File: config.mk
export PLATFORM = sky130hd
export DESIGN_NAME = seven_segment_centered_scan_unit
export DESIGN_NICKNAME = d
export VERILOG_FILES = /design/src/rtl/sscs_pkg.sv /design/src/rtl/sscs_word_enc.sv /design/src/rtl/seven_segment_centered_scan_unit.sv
export SDC_FILE = /design/constraint.sdc
export NUM_CORES = 1
export LEC_CHECK = 0
export BUFFER_PORTS_ARGS = -buffer_cell sky130_fd_sc_hd__buf_2
export CORE_MARGIN = 5
export CORE_UTILIZATION = 55
export CTS_CLUSTER_DIAMETER = 100
export DETAILED_ROUTE_END_ITERATION = 16
export PLACE_DENSITY = 0.92
export SLEW_MARGIN = 20
export SYNTH_ARGS = -nofsm -noshare
export SYNTH_HDL_FRONTEND = slang
export SYNTH_SLANG_ARGS = --single-unit
File: constraint.sdc
create_clock -name i_clk -period 7.9 [get_ports i_clk]
set_input_delay 0.395 -clock i_clk [delete_from_list [all_inputs] [get_ports i_clk]]
set_output_delay 0.395 -clock i_clk [all_outputs]
set_load 0.03 [all_outputs]
File: src/rtl/sscs_pkg.sv
// Shared types, constants and the seven-segment font for the centered scan unit.
package sscs_pkg;

    localparam int DIGIT_COUNT_DEF = 8;
    localparam int MAX_WORDS       = 8;
    localparam int CHAR_W          = 8;
    localparam int MSG_CHARS       = 8;
    localparam int COUNT_W         = 4;
    localparam int SEG_W           = 8;
    localparam int SEL_W           = 8;

    localparam logic [SEG_W-1:0] SEG_BLANK = 8'h00;
    localparam logic [SEG_W-1:0] SEG_DOT   = 8'h80;
    localparam logic [SEL_W-1:0] SEL_NONE  = 8'hFF;

    typedef struct packed {
        logic [SEL_W-1:0] digit_select;
        logic [SEG_W-1:0] segment_bits;
        logic             last_digit;
    } t_scan_word;

    function automatic logic [SEG_W-1:0] font_lookup(input logic [CHAR_W-1:0] ch);
        logic [SEG_W-1:0] seg;
        case (ch)
            "0", "O":           seg = 8'h3F;
            "1", "I":           seg = 8'h06;
            "2":                seg = 8'h5B;
            "3":                seg = 8'h4F;
            "4":                seg = 8'h66;
            "5", "s", "S":      seg = 8'h6D;
            "6", "G":           seg = 8'h7D;
            "7":                seg = 8'h07;
            "8":                seg = 8'h7F;
            "9", "q", "Q":      seg = 8'h67;
            "A", "a":           seg = 8'h77;
            "b", "B":           seg = 8'h7C;
            "c":                seg = 8'h58;
            "C":                seg = 8'h39;
            "D", "d":           seg = 8'h5E;
            "e", "E":           seg = 8'h79;
            "f", "F":           seg = 8'h71;
            "g":                seg = 8'h6F;
            "H":                seg = 8'h76;
            "h":                seg = 8'h74;
            "i":                seg = 8'h04;
            "j", "J":           seg = 8'h0E;
            "k", "K":           seg = 8'h7A;
            "L":                seg = 8'h38;
            "l":                seg = 8'h30;
            "n", "N":           seg = 8'h54;
            "o":                seg = 8'h5C;
            "P", "p":           seg = 8'h73;
            "r":                seg = 8'h50;
            "R":                seg = 8'h33;
            "t", "T":           seg = 8'h78;
            "U":                seg = 8'h3E;
            "v", "V", "u":      seg = 8'h1C;
            "W", "w":           seg = 8'h7E;
            "y", "Y":           seg = 8'h6E;
            "-":                seg = 8'h40;
            ".":                seg = SEG_DOT;
            default:            seg = SEG_BLANK;
        endcase
        return seg;
    endfunction

endpackage

File: src/rtl/sscs_word_enc.sv
// Combinational encoder that builds the scan word for one digit position.
module sscs_word_enc #(
    parameter int WORDS = sscs_pkg::MAX_WORDS,
    parameter int POS_W = $clog2(WORDS)
) (
    input  logic [sscs_pkg::CHAR_W*sscs_pkg::MSG_CHARS-1:0] i_msg,
    input  logic [sscs_pkg::MSG_CHARS-1:0]                  i_dots,
    input  logic [sscs_pkg::COUNT_W-1:0]                    i_cnt,
    input  logic [POS_W-1:0]                                i_pos,
    output sscs_pkg::t_scan_word                            o_word
);

    localparam logic [sscs_pkg::COUNT_W-1:0] HALF =
        sscs_pkg::COUNT_W'(WORDS / 2);

    logic [sscs_pkg::COUNT_W-1:0] start;
    logic [sscs_pkg::COUNT_W-1:0] pos_ext;
    logic [sscs_pkg::COUNT_W-1:0] offs;
    logic [2:0]                   k;
    logic                         in_win;
    logic [sscs_pkg::CHAR_W-1:0]  ch;
    logic [sscs_pkg::SEG_W-1:0]   seg;

    always_comb begin
        start   = HALF - (i_cnt >> 1);
        pos_ext = sscs_pkg::COUNT_W'(i_pos);
        offs    = pos_ext - start;
        k       = offs[2:0];
        in_win  = (i_cnt != '0) && (pos_ext >= start) && (pos_ext < start + i_cnt);
        ch      = i_msg[{k, 3'b000} +: sscs_pkg::CHAR_W];
        seg     = sscs_pkg::font_lookup(ch);
        if (i_dots[k]) begin
            seg = seg | sscs_pkg::SEG_DOT;
        end
        o_word.segment_bits = in_win ? seg : sscs_pkg::SEG_BLANK;
        o_word.digit_select = ~(sscs_pkg::SEL_W'(1) << i_pos);
        o_word.last_digit   = (i_pos == POS_W'(WORDS - 1));
    end

endmodule

File: src/rtl/seven_segment_centered_scan_unit.sv
// Top level: message register, position counter and scan word output register.
// An accepted message is registered, then its first word is encoded into the output
// register. Words follow one per cycle unless i_ready stalls them, min(DIGIT_COUNT, 8)
// per message, limited by the single word encoder. The next message is taken in the
// cycle the last word is loaded, so back-to-back messages give an unbroken word stream.
// Synchronous active-low reset clears the busy flag and the output valid.
module seven_segment_centered_scan_unit #(
    parameter int DIGIT_COUNT = sscs_pkg::DIGIT_COUNT_DEF
) (
    input  logic                                            i_clk,
    input  logic                                            i_rst_n,
    input  logic                                            i_valid,
    output logic                                            o_ready,
    input  logic [sscs_pkg::CHAR_W*sscs_pkg::MSG_CHARS-1:0] i_message_chars,
    input  logic [sscs_pkg::MSG_CHARS-1:0]                  i_dot_flags,
    input  logic [sscs_pkg::COUNT_W-1:0]                    i_char_count,
    output logic                                            o_valid,
    input  logic                                            i_ready,
    output logic [sscs_pkg::SEL_W-1:0]                      o_digit_select,
    output logic [sscs_pkg::SEG_W-1:0]                      o_segment_bits,
    output logic                                            o_last_digit
);

    localparam int WORDS = (DIGIT_COUNT > sscs_pkg::MAX_WORDS) ? sscs_pkg::MAX_WORDS
                                                               : DIGIT_COUNT;
    localparam int POS_W = $clog2(WORDS);
    localparam logic [POS_W-1:0] LAST_POS = POS_W'(WORDS - 1);
    localparam logic [sscs_pkg::COUNT_W-1:0] WORDS_CNT = sscs_pkg::COUNT_W'(WORDS);

    logic [sscs_pkg::CHAR_W*sscs_pkg::MSG_CHARS-1:0] r_msg;
    logic [sscs_pkg::MSG_CHARS-1:0]                  r_dots;
    logic [sscs_pkg::COUNT_W-1:0]                    r_cnt;
    logic [sscs_pkg::COUNT_W-1:0]                    n_cnt;
    logic [POS_W-1:0]                                r_pos;
    logic                                            r_busy;
    logic                                            r_out_valid;
    sscs_pkg::t_scan_word                            r_word;
    sscs_pkg::t_scan_word                            enc_word;
    logic                                            advance;
    logic                                            in_beat;

    sscs_word_enc #(
        .WORDS (WORDS),
        .POS_W (POS_W)
    ) u_enc (
        .i_msg  (r_msg),
        .i_dots (r_dots),
        .i_cnt  (r_cnt),
        .i_pos  (r_pos),
        .o_word (enc_word)
    );

    assign advance = !r_out_valid || i_ready;
    assign o_ready = !r_busy || (advance && (r_pos == LAST_POS));
    assign in_beat = i_valid && o_ready;
    assign n_cnt   = (i_char_count > WORDS_CNT) ? WORDS_CNT : i_char_count;

    always_ff @(posedge i_clk) begin
        if (!i_rst_n) begin
            r_busy      <= 1'b0;
            r_out_valid <= 1'b0;
            r_pos       <= '0;
        end else begin
            if (in_beat) begin
                r_busy <= 1'b1;
                r_pos  <= '0;
            end else if (r_busy && advance) begin
                r_pos <= r_pos + POS_W'(1);
                if (r_pos == LAST_POS) begin
                    r_busy <= 1'b0;
                end
            end
            if (advance) begin
                r_out_valid <= r_busy;
            end
        end
    end

    always_ff @(posedge i_clk) begin
        if (in_beat) begin
            r_msg  <= i_message_chars;
            r_dots <= i_dot_flags;
            r_cnt  <= n_cnt;
        end
        if (advance && r_busy) begin
            r_word <= enc_word;
        end
    end

    assign o_valid        = r_out_valid;
    assign o_digit_select = r_word.digit_select;
    assign o_segment_bits = r_word.segment_bits;
    assign o_last_digit   = r_word.last_digit;

    a_sel_onehot: assert property (@(posedge i_clk) disable iff (!i_rst_n)
        o_valid |-> $onehot(~o_digit_select))
        else $error("Digit select is not a single active-low bit.");

    a_last_pos: assert property (@(posedge i_clk) disable iff (!i_rst_n)
        (o_valid && o_last_digit) |-> !o_digit_select[WORDS-1])
        else $error("Last beat does not select the final position.");

    a_take_at_end: assert property (@(posedge i_clk) disable iff (!i_rst_n)
        (o_ready && r_busy) |-> (r_pos == LAST_POS))
        else $error("New message taken before the scan finished.");

    a_accept_busy: assert property (@(posedge i_clk) disable iff (!i_rst_n)
        in_beat |=> (r_busy && r_pos == '0))
        else $error("Accepted message did not start a scan.");

endmodule
# Word level (Yosys, flattened, before mapping)
# Memory sizes are Yosys's and may differ from the RTL's.
# Index checks and enable logic that the tools add are counted.
# op_classes
bitwise_logic,2
n_addsub,4
n_lt_le_gt_ge,4
eq_ne,1
n_mux,7
shift,2
n_reduce_logical,14
# op_table
cell,count
variable part select 64 x 7 -> 8 bit,1
two-way mux 8 bit,2
inverter 8 bit,1
left shift 1 x 3 -> 8 bit (first input constant),1
logical AND 1 bit,5
adder 4 bit,1
greater-or-equal comparator 3 x 4 -> 1 bit,1
> comparator 4 bit (second input constant),1
< comparator 3 x 4 -> 1 bit,1
< comparator 3 x 4 -> 1 bit (second input constant),1
two-way mux 1 bit,4
nonzero test 2 bit,2
nonzero test 4 bit,1
subtractor 3 x 3 -> 4 bit (first input constant),1
adder 3 x 1 -> 3 bit (second input constant),1
binary-select mux 1 bit (select 3 bit),1
equality test 3 bit (second input constant),1
subtractor 3 bit,1
zero test 1 bit,2
logical OR 1 bit,2
AND reduction 2 bit,1
OR reduction 2 bit,1
inverter 1 bit,1
# totals
rom_bits,1024
elab_cells,44
register_bits,98
memories,1
output_inout_bits,19
in_bits,80
# mem_list
name,words,word_bits,read_ports,rd_clocked_by_memory_dff,write_ports,line_no,source
(no name shown),128,8,1,0,0,sscs_pkg.sv:24,case (ch)

# Longest topological paths before layout
# Gate-level depths: netlist of the first run.
# logic_depth
depth_word,7
mapped_depth,16
depth_no_buf,16

# Cells and area by module
# From an unflattened synthesis of the first run, not the netlist that was laid out.
# hier_totals
hier_cells,387
area_unflattened_um2,5190.0
# by_module_without_submodules
module,instances,seq_area_each_um2,area_per_inst_um2,cells_per_inst
seven_segment_centered_scan_unit,1,2892.8,3052.9,124
sscs_word_enc,1,0.0,2137.0,263

# Worst setup path before layout of the first run
# No wires, ideal clock.
# synth_path
kind,register to register
startpoint,reg r_pos[1]
endpoint,reg r_pos[2]
path_buffers,0
slack_ns,2.694
arrival_ns,5.048
synth_period_minus_slack_ns,5.206
required_ns,7.742
setup_time_ns,0.158
path_stages_with_launch,7
path_cell_list,dfxtp_1 > ha_1 > ha_1 > nand2_1 > a21oi_1 > nand2b_1 > a211oi_1
# synth_rtl
element,line_no,source
from (decl),seven_segment_centered_scan_unit.sv:34,logic [POS_W-1:0] r_pos;
from (signal assigned),seven_segment_centered_scan_unit.sv:68,r_pos <= r_pos + POS_W'(1);

# Worst setup path after layout of the first run
# layout_path
startpoint,reg r_cnt[1] (netlist bit)
endpoint,"reg r_word, in the netlist o_segment_bits[1] (data pin)"
# layout_via
elab_chain_cells,6
elab_cells_between_ends,12
classes_between,add/sub: 3; order compare: 2; shift: 1; mux: 2; reduce/logical: 3; memory: 1
# layout_rtl
element,line_no,source
from (decl),seven_segment_centered_scan_unit.sv:32,logic [sscs_pkg::COUNT_W-1:0] r_cnt;
from (signal assigned),seven_segment_centered_scan_unit.sv:83,r_cnt <= n_cnt;
subtractor 3 x 3 -> 4 bit,sscs_word_enc.sv:25,start = HALF - (i_cnt >> 1);
subtractor 3 bit,sscs_word_enc.sv:27,offs = pos_ext - start;
variable part select 64 x 7 -> 8 bit,sscs_word_enc.sv:30,"ch = i_msg[{k, 3'b000} +: sscs_pkg::CHAR_W];"
memory (128 x 8 bit),n/a,
two-way mux 8 bit,sscs_pkg.sv:24,
two-way mux 8 bit,sscs_word_enc.sv:32,if (i_dots[k]) begin
to (signal assigned),seven_segment_centered_scan_unit.sv:86,r_word <= enc_word;
to (decl),seven_segment_centered_scan_unit.sv:37,sscs_pkg::t_scan_word r_word;
# Parallel ways exist; a longest one is shown, timed or not.
# A chain may end at the register's enable or synchronous reset.

==> metrics.yaml, run 1 <==
clocking:
  clkLatencyLatePin_ns: 0.37
  cts_setup_buffers: 0
  post_cts_resized: 0
  htreeDepth: 3
  cts_buffer_depth: 2
  numCtsBuffers: 9
  cts.sinks: 98
  ctsHoldBuffers: 0
  cts_root_buf: "clkbuf_8"
  cts_tree: "built"
  clkTransAtPathRegs_ns: 0.11
placed_design:
  io_buffers: 98
  gp_congestion: 0.9737
  dpl.hpwl_mm: 7.220
  place_ws_ns: 3.128
critical_path:
  critPathLaunchType: "flip-flop"
  endpoint_kind: "flip-flop"
  path_max_fanout: 19
  required_ns: 8.00
  path_class: "flip-flop to flip-flop"
  cp.arrival_ns: 4.93
sta:
  setup_tns_ns: 0
  timing.final.ws_setup_ns: 3.077
  finalCritPeriodShare_pct: 61.05
  setup_viol_count_final: 0
  fin_hold_ws_ns: 0.1932
  slew_violations: 0
  rsz0062_at_grt: "false"
  skew_ns: 0.01503
  slew_headroom_pct: 37.72
  finalHoldViolCount: 0
  tightest_slew_ns: 0.9342
  max_freq_mhz: 207.3
  fin_crit_ns: 4.823
cells_and_area:
  seqCellArea_um2: 2893
  antennaDiodeCount: 0
  nets: 562
  drive_above_1_share_pct: 31.83
  syn_to_final_growth_pct: 15.78
  fillCellCount: 606
  multi_input_area_um2: 1861
synthesis:
  synth-main-ff-cell: "edfxtp_1"
  synthCells: 365
  async_reset_ff_share_pct: 0
  ys_seq_area_share_pct: 58.86
  yosys-top-cells-area: "edfxtp_1 (57%), mux4_2 (6.4%), ha_1 (5.3%), mux2i_1 (2.6%), dfxtp_1 (2.0%)"
  synth_edf_count: 93
  yosys.cell_count.top_type: "edfxtp_1"
  synth_top_area_share_pct: 56.82
  synth_cell_types: 57
  yosys_warnings: 0
  synth_commonest_cells: "edfxtp_1 (93), nand2_1 (25), nor2_1 (22)"
  synth_area_leader_cell: "edfxtp_1"
  syn-num-nets: 467
  yosys_register_bits: 98
  synth_area_per_cell_um2: 13.46
  syn_area_um2: 4915
flow_run:
  drv_cap: 0
hold_path:
  hp-class: "primary input to flip-flop"
pwr:
  p_per_area_nw_per_um2: 250.8
  p_leak_nw: 2.177
  peakVddDrop_mv: 0.1567
detailed_routing:
  drt_iter0_drc: 308
  firstDrtPassIters: 7
  via_per_inst: 5.831
  drc: 0
  ant_nets: 0
  wl_mm: 9.846
  wl_per_cell_um: 17.18
  vias: 3341
die:
  die_x_um: 104.5
  dieArea_um2: 10930
  start_util_pct: 56.36
  die_y_um: 104.5
  rows: 34
  ios: 99
  core_um2: 8721
global_routing:
  grt_first_pass_wirelength_mm: 16.24
  grt.overflow.total: 0
  grt_antenna_before_repair: 0
  grt_usage_pct: 18.41
  grt_pass1_vias: 3453
  grt_max_degree: 78
run_status:
  status: "finished, final reports clean"
[final cells by class]
class	instances	area share (%)
tap	108	2.375
inverter	20	1.319
clock inverter	7	1.055
timing repair buffer	105	9.543
clock buffer	9	2.177
sequential	98	50.84
multi-input combinational	226	32.70
[cells by family after synthesis]
kind of cell	share of synthesized area (%)
compound gates	9.547
xor+xnor	1.579
fa+ha+maj	5.754
buf+inv	3.513
flops	58.86
mux	11.28
simple gates	9.470
[power by group]
part / internal, mW / leakage, nW / switching, mW / total, mW
Combinational: 0.203 / 1.18 / 0.312 / 0.516
Sequential: 0.603 / 0.907 / 0.0102 / 0.613
Clock: 0.120 / 0.0913 / 0.178 / 0.298
[layout by cell type (no fill, tap or decap), drive strengths merged, types with 3 or more instances in the layout]
cell    count
o21ai      13
a22oi       3
mux2        9
nor3b       9
nand2      25
nor2b       3
xor2        3
a21o        4
a21oi      14
dfxtp       5
nand3b      4
clkinv      4
inv        22
ha         21
edfxtp     93
nand4       4
nor2       22
mux4       14
and3        3
nand2b      4
nor3       10
xnor2       5
clkbuf      9
o22ai       3
buf       105
mux2i      13
o211ai      5
a211oi      7
[registers in the layout, summed over array words and instances, names as in the netlist]
| register | count |
|---|---|
| o_digit_select | 8 |
| o_last_digit | 1 |
| o_segment_bits | 8 |
| o_valid | 1 |
| r_busy | 1 |
| r_cnt | 4 |
| r_dots | 8 |
| r_msg | 64 |
| r_pos | 3 |
[worst paths after layout]
check | startpoint | endpoint | slack (ns) | cells after the start
max | r_cnt[1]$_SDFFCE_PN0P_ | o_segment_bits[1]$_SDFFCE_PP0P_ | 3.08 | 14
min | i_message_chars[15] | r_msg[15]$_DFFE_PP_ | 0.19 | 1
max reg2reg | r_cnt[1]$_SDFFCE_PN0P_ | o_segment_bits[1]$_SDFFCE_PP0P_ | 3.08 | 14
min reg2reg | r_busy$_SDFFE_PN0P_ | o_valid$_SDFFE_PN0P_ | 0.54 | 2
[worst max-delay path: stages (launching register included)]
cell,delay [ns]
edfxtp_1,0.47
inv_1,0.12
ha_1,0.33
inv_1,0.08
fa_1,1.01
buf_4,0.34
mux4_2,0.32
mux2i_1,0.50
inv_1,0.20
ha_1,0.38
and2_1,0.20
o21ai_0,0.08
o211ai_1,0.11
a221oi_1,0.32
nor3_1,0.10
[metal layers]
layer  routed length (µm)  part of all wire (%)  GRT usage (%)  vias to the layer above
met5                    0                     0              0                        -
met4                  259                   2.6          6.568                        0
met3                  852                   8.7          5.487                       29
met2                 4888                    50          29.86                      176
met1                 3845                    39          23.62                     1556
li1                     -                     -              -                     1580
[metrics by stage]
stage,area (µm²),power [mW],utilization [%],cells
global route,5690,1.507,65.25,573
CTS,5690,1.423,65.25,573
finish,5690,1.427,65.25,573
floorplan,4915,1.014,-,365
detailed placement,5507,1.129,63.14,557
global placement,5507,1.122,63.14,557
(Power assumes the default switching activity.)
==> inputs of run 2 (changes only) <==
--- a/config.mk
+++ b/config.mk
@@ -5,6 +5,7 @@
 export SDC_FILE = /design/constraint.sdc
 export NUM_CORES = 1
 export LEC_CHECK = 0
+export ABC_AREA = 1
 export BUFFER_PORTS_ARGS = -buffer_cell sky130_fd_sc_hd__buf_2
 export CORE_MARGIN = 5
 export CORE_UTILIZATION = 55
==> constraint.sdc (replaced) <==
create_clock -name i_clk -period 4.7 [get_ports i_clk]
set_input_delay 0.235 -clock i_clk [delete_from_list [all_inputs] [get_ports i_clk]]
set_output_delay 0.235 -clock i_clk [all_outputs]
set_load 0.03 [all_outputs]
==> run 2 against run 1 <==
Net effect: first-iteration DRC count decreased by 14%; hold slack worse by 0.16 ns; sequential cell count stayed put; power rose by 71%; synthesized cell count is 37% higher; non-clock buffer count down 2; routed wire length up 7.8%; clock power up 92%; clock skew grew 0.0024 ns; critical path depth increased by 6; fmax up 33%; via count rose by 15%; highest routed layer unchanged.
==> metrics.yaml, run 2 <==
run_status:
  status: "finished, final reports clean"
synthesis:
  synth_compound_area_share_pct: 7.250
  synthCells: 501
  yosys_register_bits: 98
  syn_area_um2: 4987
  synth_cell_types: 36
  synth_area_per_cell_um2: 9.955
  yosys.area_share.simple_pct: 22.10
  ys_seq_area_share_pct: 58.00
  synth_xor_area_share_pct: 1.430
  synth-main-ff-cell: "edfxtp_1"
  syn-num-nets: 603
  synth_top_family_by_area: "simple AND/OR/NAND/NOR gates"
  synth_edf_count: 93
  synth.area.mux_share_pct: 0
  synth_commonest_cells: "nand2_1 (130), edfxtp_1 (93), nand3_1 (52)"
  synth_top_area_share_pct: 56.00
  synth_area_leader_cell: "edfxtp_1"
  synth_adder_area_share_pct: 5.670
  async_reset_ff_share_pct: 0
  yosys_warnings: 0
  yosys.cell_count.top_type: "nand2_1"
  yosys-top-cells-area: "edfxtp_1 (56%), nand2_1 (9.8%), ha_1 (5.3%), nand3_1 (5.2%), nor2_1 (3.1%)"
critical_path:
  path_max_fanout: 18
  rr_endpoint: "o_segment_bits[6]$_SDFFCE_PP0P_"
  critPathLaunchType: "flip-flop"
  cp_top_family: "adder cells"
  cp_cell_sequence: "inv_1, ha_1, inv_1, fa_1, inv_2, nor2_1, o21ai_0, nand3_1, nand2_1, ha_1, inv_1, nand3_1, nand2_1, nand2_1, nand2_1, nand3_1, nand2_1, nand2_1, nor2_1, nor2_1"
  cp_common_cell: "nand2_1"
  worst_path_max_delay_cell: "fa_1"
  path_class: "flip-flop to flip-flop"
  endpoint_kind: "flip-flop"
  rrSetupSlack_ns: 1.07
  r2r_cells: 20
  path_buf_inv: 4
  slowest_delay_ns: 0.54
  cp.arrival_ns: 3.74
  r2r-start: "r_cnt[1]$_SDFFCE_PN0P_"
  required_ns: 4.81
placed_design:
  io_buffers: 98
  placed_cells: 696
  gp_congestion: 0.9348
  dpl.hpwl_mm: 7.874
sta:
  slew_headroom_pct: 41.03
  max_freq_mhz: 275.7
  fin_crit_ns: 3.628
  setup_tns_ns: 0
  finalCritPeriodShare_pct: 77.18
  setup_viol_count_final: 0
  finalHoldViolCount: 0
  slew_violations: 0
  tightest_slew_ns: 0.8825
  rsz0062_at_grt: "false"
  fin_hold_ws_ns: 0.03468
  skew_ns: 0.01742
detailed_routing:
  wl_per_cell_um: 14.91
  vias: 3858
  via_per_inst: 5.419
  drc: 0
  wl_mm: 10.62
  ant_nets: 0
  firstDrtPassIters: 5
  drt_iter0_drc: 264
pwr:
  peakVddDrop_mv: 0.2574
  p_per_area_nw_per_um2: 423.0
  fin_total_pwr_mw: 2.443
  p_leak_nw: 2.493
global_routing:
  grt_antenna_before_repair: 0
  grt.overflow.total: 0
  grt_pass1_vias: 3851
  grt_usage_pct: 19.25
  grt_first_pass_wirelength_mm: 17.51
  grt_max_degree: 38
clocking:
  ctsHoldBuffers: 0
  numCtsBuffers: 9
  cts_setup_buffers: 0
  clkTransAtPathRegs_ns: 0.11
  clkLatencyLatePin_ns: 0.37
  cts_tree: "built"
  cts_root_buf: "clkbuf_8"
  cts_buffer_depth: 2
  htreeDepth: 3
  post_cts_resized: 0
  cts.sinks: 98
cells_and_area:
  drive_above_1_share_pct: 24.50
  nets: 701
  layout.cells.non_filler: 712
  largest_reg_flops: 64
  fillCellCount: 687
  regMostFlops: "r_msg"
  antennaDiodeCount: 0
  layout_commonest_cell: "nand2_1"
  syn_to_final_growth_pct: 15.78
  mostFrequentLayoutCells: "nand2_1 (130), buf_2 (98), edfxtp_1 (93)"
die:
  die_x_um: 105.2
  rows: 34
  ios: 99
  start_util_pct: 56.91
  core_um2: 8763
  dieArea_um2: 11070
  die_y_um: 105.2
flow_run:
  drv_cap: 0
hold_path:
  min_path_cells: 1
  min-delay-start: "i_message_chars[5]"
  hold_end: "r_msg[5]$_DFFE_PP_"
  hp-class: "primary input to flip-flop"
[run 2: cell types whose count changed in the layout (fill, tap and decap cells not counted), moves of 9 or more]
cell     before  now
a21oi_1      13   22
inv_1        19   40
mux2i_1      13    0
mux4_2       14    0
nand2_1      25  130
nand3_1       2   52
nor2_1       22   40
nor3_1       10    0
nor3b_1       9    0
o21ai_0      12   23
[run 2: per-layer routing]
| metal | vias to the layer above | GRT usage, % | routed length [µm] |
|---|---|---|---|
| met3 | 27 | 4.218 | 866 |
| met4 | 0 | 7.580 | 249 |
| met1 | 1760 | 24.73 | 4319 |
| met2 | 173 | 31.86 | 5179 |
| met5 | - | 0 | 0 |
| li1 | 1898 | - | - |
[run 2: cells by family (layout without fill, tap and decap cells)]
kind of cell / count (synthesis) / count (layout)
simple gates: 249 / 249
flops: 98 / 98
compound gates: 65 / 65
buf+inv: 61 / 164
fa+ha+maj: 22 / 22
xor+xnor: 6 / 6
[run 2: power breakdown]
part | leakage, nW | total [mW] | internal, mW | switching [mW]
logic | 1.47 | 0.846 | 0.268 | 0.578
clock network | 0.110 | 0.572 | 0.262 | 0.311
registers | 0.912 | 1.02 | 1.01 | 0.0147
total | 2.49 | 2.44 | 1.54 | 0.904
[run 2: stage by stage]
step           setup slack (ns)  area (µm²)  util, %
6_report                  1.072        5774    65.89
3_3_place_gp              1.264        5553    63.36
4_1_cts                   1.094        5774    65.89
3_5_place_dp              1.110        5553    63.36
2_1_floorplan            0.1088        4987        -
5_1_grt                  0.7523        5774    65.89
[run 2: worst max path at each step]
stage | endpoint | slack (ns) | from | depth (start not counted)
after floorplan | r_cnt[0]$_SDFFCE_PN0P_ | 0.11 | r_pos[1]$_SDFFE_PP0P_ | 4
after global placement | o_segment_bits[6]$_SDFFCE_PP0P_ | 1.26 | r_cnt[1]$_SDFFCE_PN0P_ | 20
after detailed placement | o_segment_bits[6]$_SDFFCE_PP0P_ | 1.11 | r_cnt[1]$_SDFFCE_PN0P_ | 20
after CTS | o_segment_bits[6]$_SDFFCE_PP0P_ | 1.09 | r_cnt[1]$_SDFFCE_PN0P_ | 20
after global routing | o_segment_bits[6]$_SDFFCE_PP0P_ | 0.75 | r_cnt[1]$_SDFFCE_PN0P_ | 20
final | o_segment_bits[6]$_SDFFCE_PP0P_ | 1.07 | r_cnt[1]$_SDFFCE_PN0P_ | 20
[run 2: final cells by class]
cell class	instances	area, µm²	share of cell area, %
Inverter	45	171.4	2.969
Clock inverter	7	97.59	1.690
Sequential cell	98	2893	50.10
Multi-Input combinational cell	342	1826	31.61
Tap cell	108	135.1	2.340
Timing Repair Buffer	103	528.0	9.144
Clock buffer	9	123.9	2.145
[run 2: worst reg2reg max path, stage by stage, from the launching register on]
cell and delay, ns:
edfxtp_1 0.45, inv_1 0.12, ha_1 0.32, inv_1 0.08, fa_1 0.54, inv_2 0.16
nor2_1 0.14, o21ai_0 0.09, nand3_1 0.11, nand2_1 0.19, ha_1 0.40, inv_1 0.07
nand3_1 0.19, nand2_1 0.12, nand2_1 0.05, nand2_1 0.05, nand3_1 0.08, nand2_1 0.07
nand2_1 0.05, nor2_1 0.08, nor2_1 0.05
